$ cat config.mk
export PLATFORM = sky130hd
export DESIGN_NAME = overlap_tile_address_generator
export DESIGN_NICKNAME = d
export VERILOG_FILES = /design/src/hdl/otag_pkg.sv /design/src/hdl/overlap_tile_address_generator.sv
export SDC_FILE = /design/constraint.sdc
export NUM_CORES = 2
export LEC_CHECK = 0
export ABC_AREA = 1
export BUFFER_PORTS_ARGS = -buffer_cell sky130_fd_sc_hd__buf_2
export CELL_PAD_IN_SITES_DETAIL_PLACEMENT = 1
export CELL_PAD_IN_SITES_GLOBAL_PLACEMENT = 1
export CORE_ASPECT_RATIO = 2
export CORE_MARGIN = 4
export CORE_UTILIZATION = 51
export DETAILED_ROUTE_END_ITERATION = 10
export PLACE_DENSITY_LB_ADDON = 0.12
export SKIP_LAST_GASP = 1
export SYNTH_ARGS = -nofsm -noshare
export SYNTH_HDL_FRONTEND = slang
export SYNTH_SLANG_ARGS = --single-unit
$ cat constraint.sdc
create_clock -name clock -period 24.6 [get_ports clock]
set_input_delay 2.46 -clock clock [delete_from_list [all_inputs] [get_ports clock]]
set_output_delay 2.46 -clock clock [all_outputs]
set_load 0.02 [all_outputs]
$ cat src/hdl/otag_pkg.sv
// Package of the overlap tile address generator: widths, limits and register codes.
package otag_pkg;

   localparam int LANE_COUNT  = 7;
   localparam int LANE_W      = 3;
   localparam int DIM_W       = 13;
   localparam int TILE_W      = 9;
   localparam int COUNT_W     = 16;
   localparam int OFFSET_W    = 12;
   localparam int POS_W       = 8;
   localparam int ADDR_W      = 32;
   localparam int CSR_INDEX_W = 3;
   localparam int CSR_DATA_W  = 16;

   localparam int DIM_MIN  = 1;
   localparam int DIM_MAX  = 4096;
   localparam int TILE_MIN = 3;
   localparam int TILE_MAX = 256;
   localparam int OVERLAP  = 2;

   localparam int RESET_IMAGE_WIDTH  = 64;
   localparam int RESET_IMAGE_HEIGHT = 64;
   localparam int RESET_TILE_COLS    = 32;
   localparam int RESET_TILE_ROWS    = 32;
   localparam int RESET_IMAGE_COUNT  = 1;

   typedef enum logic [CSR_INDEX_W-1:0] {
      CSR_IMAGE_WIDTH  = 3'd0,
      CSR_IMAGE_HEIGHT = 3'd1,
      CSR_TILE_COLS    = 3'd2,
      CSR_TILE_ROWS    = 3'd3,
      CSR_IMAGE_COUNT  = 3'd4
   } csr_index_type;

endpackage

$ cat src/hdl/overlap_tile_address_generator.sv
// Top level of the overlap tile address generator.
// Each request beat steps the tile walk by one element and, unless the walk is finished, yields
// one response beat with the clamped source pixel index, the lane of the tile, the lane's write
// position and the tile and batch end marks; a beat with restart set clears the walk and all
// lane counts and yields the first element if the image count is not zero, and a beat without
// restart after the end yields nothing. One request beat is taken every cycle: the whole element
// is computed from the walk counters, with a 13 by 13 bit row multiply setting the path, into a
// single response register, so the rate is one element per cycle for as long as the response
// side takes beats. Configuration writes are taken in any cycle and apply from the next element.
module overlap_tile_address_generator import otag_pkg::*; (
   input  logic                   clock,
   input  logic                   reset,
   input  logic                   req_valid,
   output logic                   req_ready,
   input  logic                   req_restart,
   output logic                   rsp_valid,
   input  logic                   rsp_ready,
   output logic [ADDR_W-1:0]      rsp_src_index,
   output logic [LANE_W-1:0]      rsp_lane,
   output logic [ADDR_W-1:0]      rsp_dst_index,
   output logic                   rsp_tile_end,
   output logic                   rsp_last,
   input  logic                   csr_valid,
   output logic                   csr_ready,
   input  logic [CSR_INDEX_W-1:0] csr_index,
   input  logic [CSR_DATA_W-1:0]  csr_data
);

   // configuration registers
   logic [DIM_W-1:0]   image_width_ff, image_height_ff;
   logic [TILE_W-1:0]  tile_cols_ff, tile_rows_ff;
   logic [COUNT_W-1:0] image_count_ff;

   // walk state
   logic [COUNT_W-1:0]  image_number_ff, image_number_in;
   logic [ADDR_W-1:0]   image_base_ff, image_base_in;
   logic [OFFSET_W-1:0] row_offset_ff, row_offset_in;
   logic [OFFSET_W-1:0] col_offset_ff, col_offset_in;
   logic [POS_W-1:0]    tile_row_ff, tile_row_in;
   logic [POS_W-1:0]    tile_col_ff, tile_col_in;
   logic [LANE_W-1:0]   lane_ff, lane_in;
   logic [ADDR_W-1:0]   lane_count_ff [LANE_COUNT];
   logic [ADDR_W-1:0]   lane_count_in [LANE_COUNT];
   logic                finished_ff, finished_in;

   // response register
   logic              rsp_valid_ff, rsp_valid_in;
   logic [ADDR_W-1:0] src_index_ff, dst_index_ff;
   logic [LANE_W-1:0] rsp_lane_ff;
   logic              tile_end_ff, last_ff;

   // effective dimensions and state for the current beat
   logic [DIM_W-1:0]    w, h;
   logic [TILE_W-1:0]   tc, tr;
   logic [COUNT_W-1:0]  e_image_number;
   logic [ADDR_W-1:0]   e_image_base;
   logic [OFFSET_W-1:0] e_row_offset, e_col_offset;
   logic [POS_W-1:0]    e_tile_row, e_tile_col;
   logic [LANE_W-1:0]   e_lane;
   logic                e_finished;

   logic                 accept, emit;
   logic [DIM_W-1:0]     x_sum, y_sum, x, y;
   logic [2*DIM_W-1:0]   row_prod, image_size;
   logic [ADDR_W-1:0]    src_index, dst_index;
   logic                 col_end, row_end, tile_done;
   logic                 last_tcol, last_trow, last_img, is_last;
   logic [DIM_W-1:0]     col_step, row_step;

   assign csr_ready = 1'b1;

   always_ff @(posedge clock) begin
      if (reset) begin
         image_width_ff  <= DIM_W'(RESET_IMAGE_WIDTH);
         image_height_ff <= DIM_W'(RESET_IMAGE_HEIGHT);
         tile_cols_ff    <= TILE_W'(RESET_TILE_COLS);
         tile_rows_ff    <= TILE_W'(RESET_TILE_ROWS);
         image_count_ff  <= COUNT_W'(RESET_IMAGE_COUNT);
      end else if (csr_valid) begin
         unique case (csr_index_type'(csr_index))
            CSR_IMAGE_WIDTH:  image_width_ff  <= csr_data[DIM_W-1:0];
            CSR_IMAGE_HEIGHT: image_height_ff <= csr_data[DIM_W-1:0];
            CSR_TILE_COLS:    tile_cols_ff    <= csr_data[TILE_W-1:0];
            CSR_TILE_ROWS:    tile_rows_ff    <= csr_data[TILE_W-1:0];
            CSR_IMAGE_COUNT:  image_count_ff  <= csr_data[COUNT_W-1:0];
            default: ;
         endcase
      end
   end

   // saturate dimensions into their legal ranges
   always_comb begin
      w  = (image_width_ff == '0) ? DIM_W'(DIM_MIN) :
           (image_width_ff > DIM_W'(DIM_MAX)) ? DIM_W'(DIM_MAX) : image_width_ff;
      h  = (image_height_ff == '0) ? DIM_W'(DIM_MIN) :
           (image_height_ff > DIM_W'(DIM_MAX)) ? DIM_W'(DIM_MAX) : image_height_ff;
      tc = (tile_cols_ff < TILE_W'(TILE_MIN)) ? TILE_W'(TILE_MIN) :
           (tile_cols_ff > TILE_W'(TILE_MAX)) ? TILE_W'(TILE_MAX) : tile_cols_ff;
      tr = (tile_rows_ff < TILE_W'(TILE_MIN)) ? TILE_W'(TILE_MIN) :
           (tile_rows_ff > TILE_W'(TILE_MAX)) ? TILE_W'(TILE_MAX) : tile_rows_ff;
   end

   // a restart beat works from a cleared walk
   always_comb begin
      e_image_number = req_restart ? '0 : image_number_ff;
      e_image_base   = req_restart ? '0 : image_base_ff;
      e_row_offset   = req_restart ? '0 : row_offset_ff;
      e_col_offset   = req_restart ? '0 : col_offset_ff;
      e_tile_row     = req_restart ? '0 : tile_row_ff;
      e_tile_col     = req_restart ? '0 : tile_col_ff;
      e_lane         = req_restart ? '0 : lane_ff;
      e_finished     = req_restart ? (image_count_ff == '0) : finished_ff;
   end

   assign req_ready = !rsp_valid_ff || rsp_ready;
   assign accept    = req_valid && req_ready;
   assign emit      = accept && !e_finished;

   always_comb begin
      // clamp past the right and bottom edge to replicate it
      x_sum      = DIM_W'(e_col_offset) + DIM_W'(e_tile_col);
      y_sum      = DIM_W'(e_row_offset) + DIM_W'(e_tile_row);
      x          = (x_sum >= w) ? w - DIM_W'(1) : x_sum;
      y          = (y_sum >= h) ? h - DIM_W'(1) : y_sum;
      row_prod   = y * w;
      image_size = w * h;
      src_index  = e_image_base + ADDR_W'(row_prod) + ADDR_W'(x);
      dst_index  = req_restart ? '0 : lane_count_ff[e_lane];

      col_end   = (TILE_W'(e_tile_col) + TILE_W'(1)) >= tc;
      row_end   = (TILE_W'(e_tile_row) + TILE_W'(1)) >= tr;
      tile_done = col_end && row_end;
      last_tcol = (DIM_W'(e_col_offset) + DIM_W'(tc)) >= w;
      last_trow = (DIM_W'(e_row_offset) + DIM_W'(tr)) >= h;
      last_img  = ({1'b0, e_image_number} + (COUNT_W+1)'(1)) >= {1'b0, image_count_ff};
      is_last   = tile_done && last_tcol && last_trow && last_img;

      col_step = DIM_W'(e_col_offset) + DIM_W'(tc) - DIM_W'(OVERLAP);
      row_step = DIM_W'(e_row_offset) + DIM_W'(tr) - DIM_W'(OVERLAP);
   end

   always_comb begin
      image_number_in = image_number_ff;
      image_base_in   = image_base_ff;
      row_offset_in   = row_offset_ff;
      col_offset_in   = col_offset_ff;
      tile_row_in     = tile_row_ff;
      tile_col_in     = tile_col_ff;
      lane_in         = lane_ff;
      finished_in     = finished_ff;
      for (int i = 0; i < LANE_COUNT; i++) begin
         lane_count_in[i] = lane_count_ff[i];
      end
      if (accept) begin
         image_number_in = e_image_number;
         image_base_in   = e_image_base;
         row_offset_in   = e_row_offset;
         col_offset_in   = e_col_offset;
         tile_row_in     = e_tile_row;
         tile_col_in     = e_tile_col;
         lane_in         = e_lane;
         finished_in     = e_finished;
         if (req_restart) begin
            for (int i = 0; i < LANE_COUNT; i++) begin
               lane_count_in[i] = '0;
            end
         end
      end
      if (emit) begin
         lane_count_in[e_lane] = dst_index + ADDR_W'(1);
         // advance innermost first: column, row, tile column, tile row, image
         priority if (is_last) begin
            finished_in = 1'b1;
         end else if (!col_end) begin
            tile_col_in = e_tile_col + POS_W'(1);
         end else begin
            tile_col_in = '0;
            if (!row_end) begin
               tile_row_in = e_tile_row + POS_W'(1);
            end else begin
               tile_row_in = '0;
               lane_in = (e_lane == LANE_W'(LANE_COUNT - 1)) ? '0 : e_lane + LANE_W'(1);
               if (!last_tcol) begin
                  col_offset_in = col_step[OFFSET_W-1:0];
               end else begin
                  col_offset_in = '0;
                  if (!last_trow) begin
                     row_offset_in = row_step[OFFSET_W-1:0];
                  end else begin
                     row_offset_in   = '0;
                     image_base_in   = e_image_base + ADDR_W'(image_size);
                     image_number_in = e_image_number + COUNT_W'(1);
                     lane_in         = '0;
                  end
               end
            end
         end
      end
   end

   // hold the response while the far side stalls; load it when a beat is taken
   assign rsp_valid_in = req_ready ? emit : rsp_valid_ff;

   always_ff @(posedge clock) begin
      if (reset) begin
         image_number_ff <= '0;
         image_base_ff   <= '0;
         row_offset_ff   <= '0;
         col_offset_ff   <= '0;
         tile_row_ff     <= '0;
         tile_col_ff     <= '0;
         lane_ff         <= '0;
         finished_ff     <= 1'b1;
         rsp_valid_ff    <= 1'b0;
         for (int i = 0; i < LANE_COUNT; i++) begin
            lane_count_ff[i] <= '0;
         end
      end else begin
         image_number_ff <= image_number_in;
         image_base_ff   <= image_base_in;
         row_offset_ff   <= row_offset_in;
         col_offset_ff   <= col_offset_in;
         tile_row_ff     <= tile_row_in;
         tile_col_ff     <= tile_col_in;
         lane_ff         <= lane_in;
         finished_ff     <= finished_in;
         rsp_valid_ff    <= rsp_valid_in;
         for (int i = 0; i < LANE_COUNT; i++) begin
            lane_count_ff[i] <= lane_count_in[i];
         end
      end
   end

   always_ff @(posedge clock) begin
      if (emit) begin
         src_index_ff <= src_index;
         dst_index_ff <= dst_index;
         rsp_lane_ff  <= e_lane;
         tile_end_ff  <= tile_done;
         last_ff      <= is_last;
      end
   end

   assign rsp_valid     = rsp_valid_ff;
   assign rsp_src_index = src_index_ff;
   assign rsp_dst_index = dst_index_ff;
   assign rsp_lane      = rsp_lane_ff;
   assign rsp_tile_end  = tile_end_ff;
   assign rsp_last      = last_ff;

endmodule

==> flow_metrics.tcl <==
set metrics [dict create \
    cts_resized 0 \
    cpPeakStageDelay_ps 590 \
    tns_ps 0 \
    syn_area_per_cell_um2 6.95 \
    status "complete, no violations" \
    start_util 0.516 \
    regArea_um2 9620 \
    synth_top_area_frac 0.182 \
    numPortBuffers 95 \
    setup_violations 0 \
    std_cell_rows 147 \
    drt-total-wl_um 173000 \
    grt-ovfl-total 0 \
    final_hold_viol_count 0 \
    required_ps 24960 \
    async_flop_share 0 \
    num-fill-cells 10742 \
    drtAntennaViolNets 0 \
    vias_per_cell 5.84 \
    cts_tree "built" \
    die-area_um2 86300 \
    clock-root-buffer "clkbuf_16" \
    worst_pin_slew_ps 1200 \
    path_max_fanout 33 \
    power.total_w 0.00191 \
    die_y_um 412 \
    fin_nets 6558 \
    yosys_warnings 0 \
    grt_setup_unrepaired "no" \
    period_share 0.495 \
    grt_pass1_wl_um 259000 \
    cts_hold_buf 0 \
    grt_pass1_vias 44155 \
    cts.clk_slew.worst_paths_ps 70 \
    grt_max_degree 89 \
    slew_headroom 0.189 \
    numCtsBuffers 44 \
    synthTopCellsByCount "nand2_1, inv_1, nor2_1, a21oi_1, dfxtp_1" \
    cts_max_path_buffers 3 \
    drc 0 \
    first_iter_violations 2295 \
    cts.sinks 446 \
    crit_path_start_kind "primary input" \
    hpwl_um 133000 \
    cp_slowest_cell "fa_1" \
    worst-path-buf-inv 11 \
    p_leak_nw 22.2 \
    slew_viol_final 0 \
    power_density_nw_per_um2 43.2 \
    boundaryPins 97 \
    die_width_um 210 \
    utilization 0.549 \
    cts_setup_buffers 0 \
    cts_max_level 2 \
    synth_edf_count 69 \
    maxCapViolCount 0 \
    insertion_delay_ps 630 \
    syn_nets 6606 \
    fmax_ghz 0.0821 \
    synth_area_um2 41500 \
    wl_per_cell_um 24.7 \
    routabilityCongestion 1.08 \
    end_kind "register" \
    antenna_found_initial 8 \
    crit_family "adder cells" \
    critPathKind "primary input to register" \
    yosysTopAreaCell "dfxtp_1" \
    synth_seq_cells 446 \
    synthMostInstantiatedCell "nand2_1" \
    multiInputGateArea_um2 26600 \
    synth_area_leaders "dfxtp_1, fa_1, nand2_1, inv_1, ha_1" \
    hp-class "register to register" \
    drive_above_1_share 0.0584 \
    crit_top_cell "inv_1" \
    ys.flop_type "dfxtp_1" \
    hold_ws_ps 453 \
    clock_skew_ps 29.6 \
    vias 40939 \
    syn_inst 5975 \
    syn2layout_area_growth_pct 6.52 \
    ir_drop_v 0.0000805 \
    synth_cell_types 68 \
    worstPathArrival_ps 12540 \
    synth.yosys.seq_area_share 0.232 \
    placeableCoreArea_um2 80600 \
    fin_crit_ps 12180 \
    grtUsageTotal 0.395 \
    firstDrtPassIters 5 \
]
-- cell families (layout without fill, tap and decap cells) --
logic type	after synthesis	in the layout	share of synthesized area
XOR/XNOR	136	136	0.0307
buffers and inverters	1373	1361	0.129
adder cells (fa/ha/maj)	606	606	0.238
flip-flops	446	446	0.232
AO/OA/AOI/OAI	936	936	0.118
AND/OR/NAND/NOR	2477	2477	0.253
other	1	3	0.0000903
-- tightest hold or removal path: stages (launching register included) --
cell and delay, ps:
dfxtp_1 310, nand2_1 60, nand2_1 40
-- worst paths after layout --
kind                               startpoint                     endpoint  slack (ps)  depth (start not counted)
setup / recovery                  req_restart  rsp_src_index[22]$_DFFE_PP_       12420                         43
hold / removal    image_base_ff[1]$_SDFF_PP0_  image_base_ff[1]$_SDFF_PP0_         450                          2
setup reg to reg    tile_row_ff[0]$_SDFF_PP0_  rsp_src_index[22]$_DFFE_PP_       14590                         44
hold reg to reg   image_base_ff[1]$_SDFF_PP0_  image_base_ff[1]$_SDFF_PP0_         450                          2
-- report_power, final --
| group | total, W | internal, W | switching, W |
|---|---|---|---|
| registers | 0.000771 | 0.000763 | 0.00000845 |
| logic | 0.000386 | 0.000105 | 0.000280 |
| clock network | 0.000755 | 0.000414 | 0.000341 |
| total | 0.00191 | 0.00128 | 0.000630 |
-- state kept, by name (all words and copies together) (netlist names), 9 cells and up --
signal           count
image_count_ff      16
image_base_ff       32
col_offset_ff       12
image_number_ff     16
lane_count_ff      224
image_width_ff      13
tile_rows_ff         9
tile_cols_ff         9
row_offset_ff       12
rsp_dst_index       32
image_height_ff     13
rsp_src_index       32
-- layout make-up --
| class | count | share of cell area |
|---|---|---|
| antenna | 2 | 0.000113 |
| clock buffer | 57 | 0.0262 |
| clock inverter | 25 | 0.00863 |
| inverter | 1122 | 0.0956 |
| multi-input combinational | 4156 | 0.601 |
| sequential | 446 | 0.217 |
| tap | 1043 | 0.0295 |
| timing repair buffer | 157 | 0.0215 |
-- stage by stage --
| stage | setup slack, ps | instance area [um^2] | instances |
|---|---|---|---|
| floorplan | 12910 | 41500 | 5975 |
| global placement | 12260 | 42700 | 6924 |
| detailed placement | 11860 | 42700 | 6924 |
| CTS | 12490 | 44200 | 7006 |
| global route | 11830 | 44200 | 7007 |
| finish | 12420 | 44200 | 7008 |
-- placed cells by master (no fill, tap or decap), types with 5 or more instances in the layout --
cell and instances:
bufinv_16 7, o21bai_1 7, nor2_2 28, nand3b_1 28, clkbuf_16 44, nor4_1 8
o21a_1 5, xnor2_1 22, inv_1 1094, nand2_1 1273, nor2_1 609, nand3_1 366
ha_1 301, o21ai_1 63, nand3_2 6, o211ai_1 8, buf_2 93, nand4_1 66
buf_4 63, nand2_4 6, a21oi_1 493, nor3_1 30, or2_2 6, o21ai_0 294
edfxtp_1 69, dfxtp_1 376, o22ai_1 5, xor2_1 106, a21o_1 8, clkbuf_1 12
fa_1 305, clkinv_1 10, nand2_2 17, nor2_4 12, inv_2 16, a31oi_1 30
clkinv_2 5
-- layer usage --
| metal | share of wire | GRT usage | vias to the layer above |
|---|---|---|---|
| li1 | - | - | 18557 |
| met3 | 0.054 | 0.0718 | 842 |
| met2 | 0.50 | 0.719 | 1425 |
| met5 | 0.00032 | 0 | - |
| met4 | 0.13 | 0.401 | 8 |
| met1 | 0.31 | 0.350 | 20107 |
(Power assumes the default switching activity.)
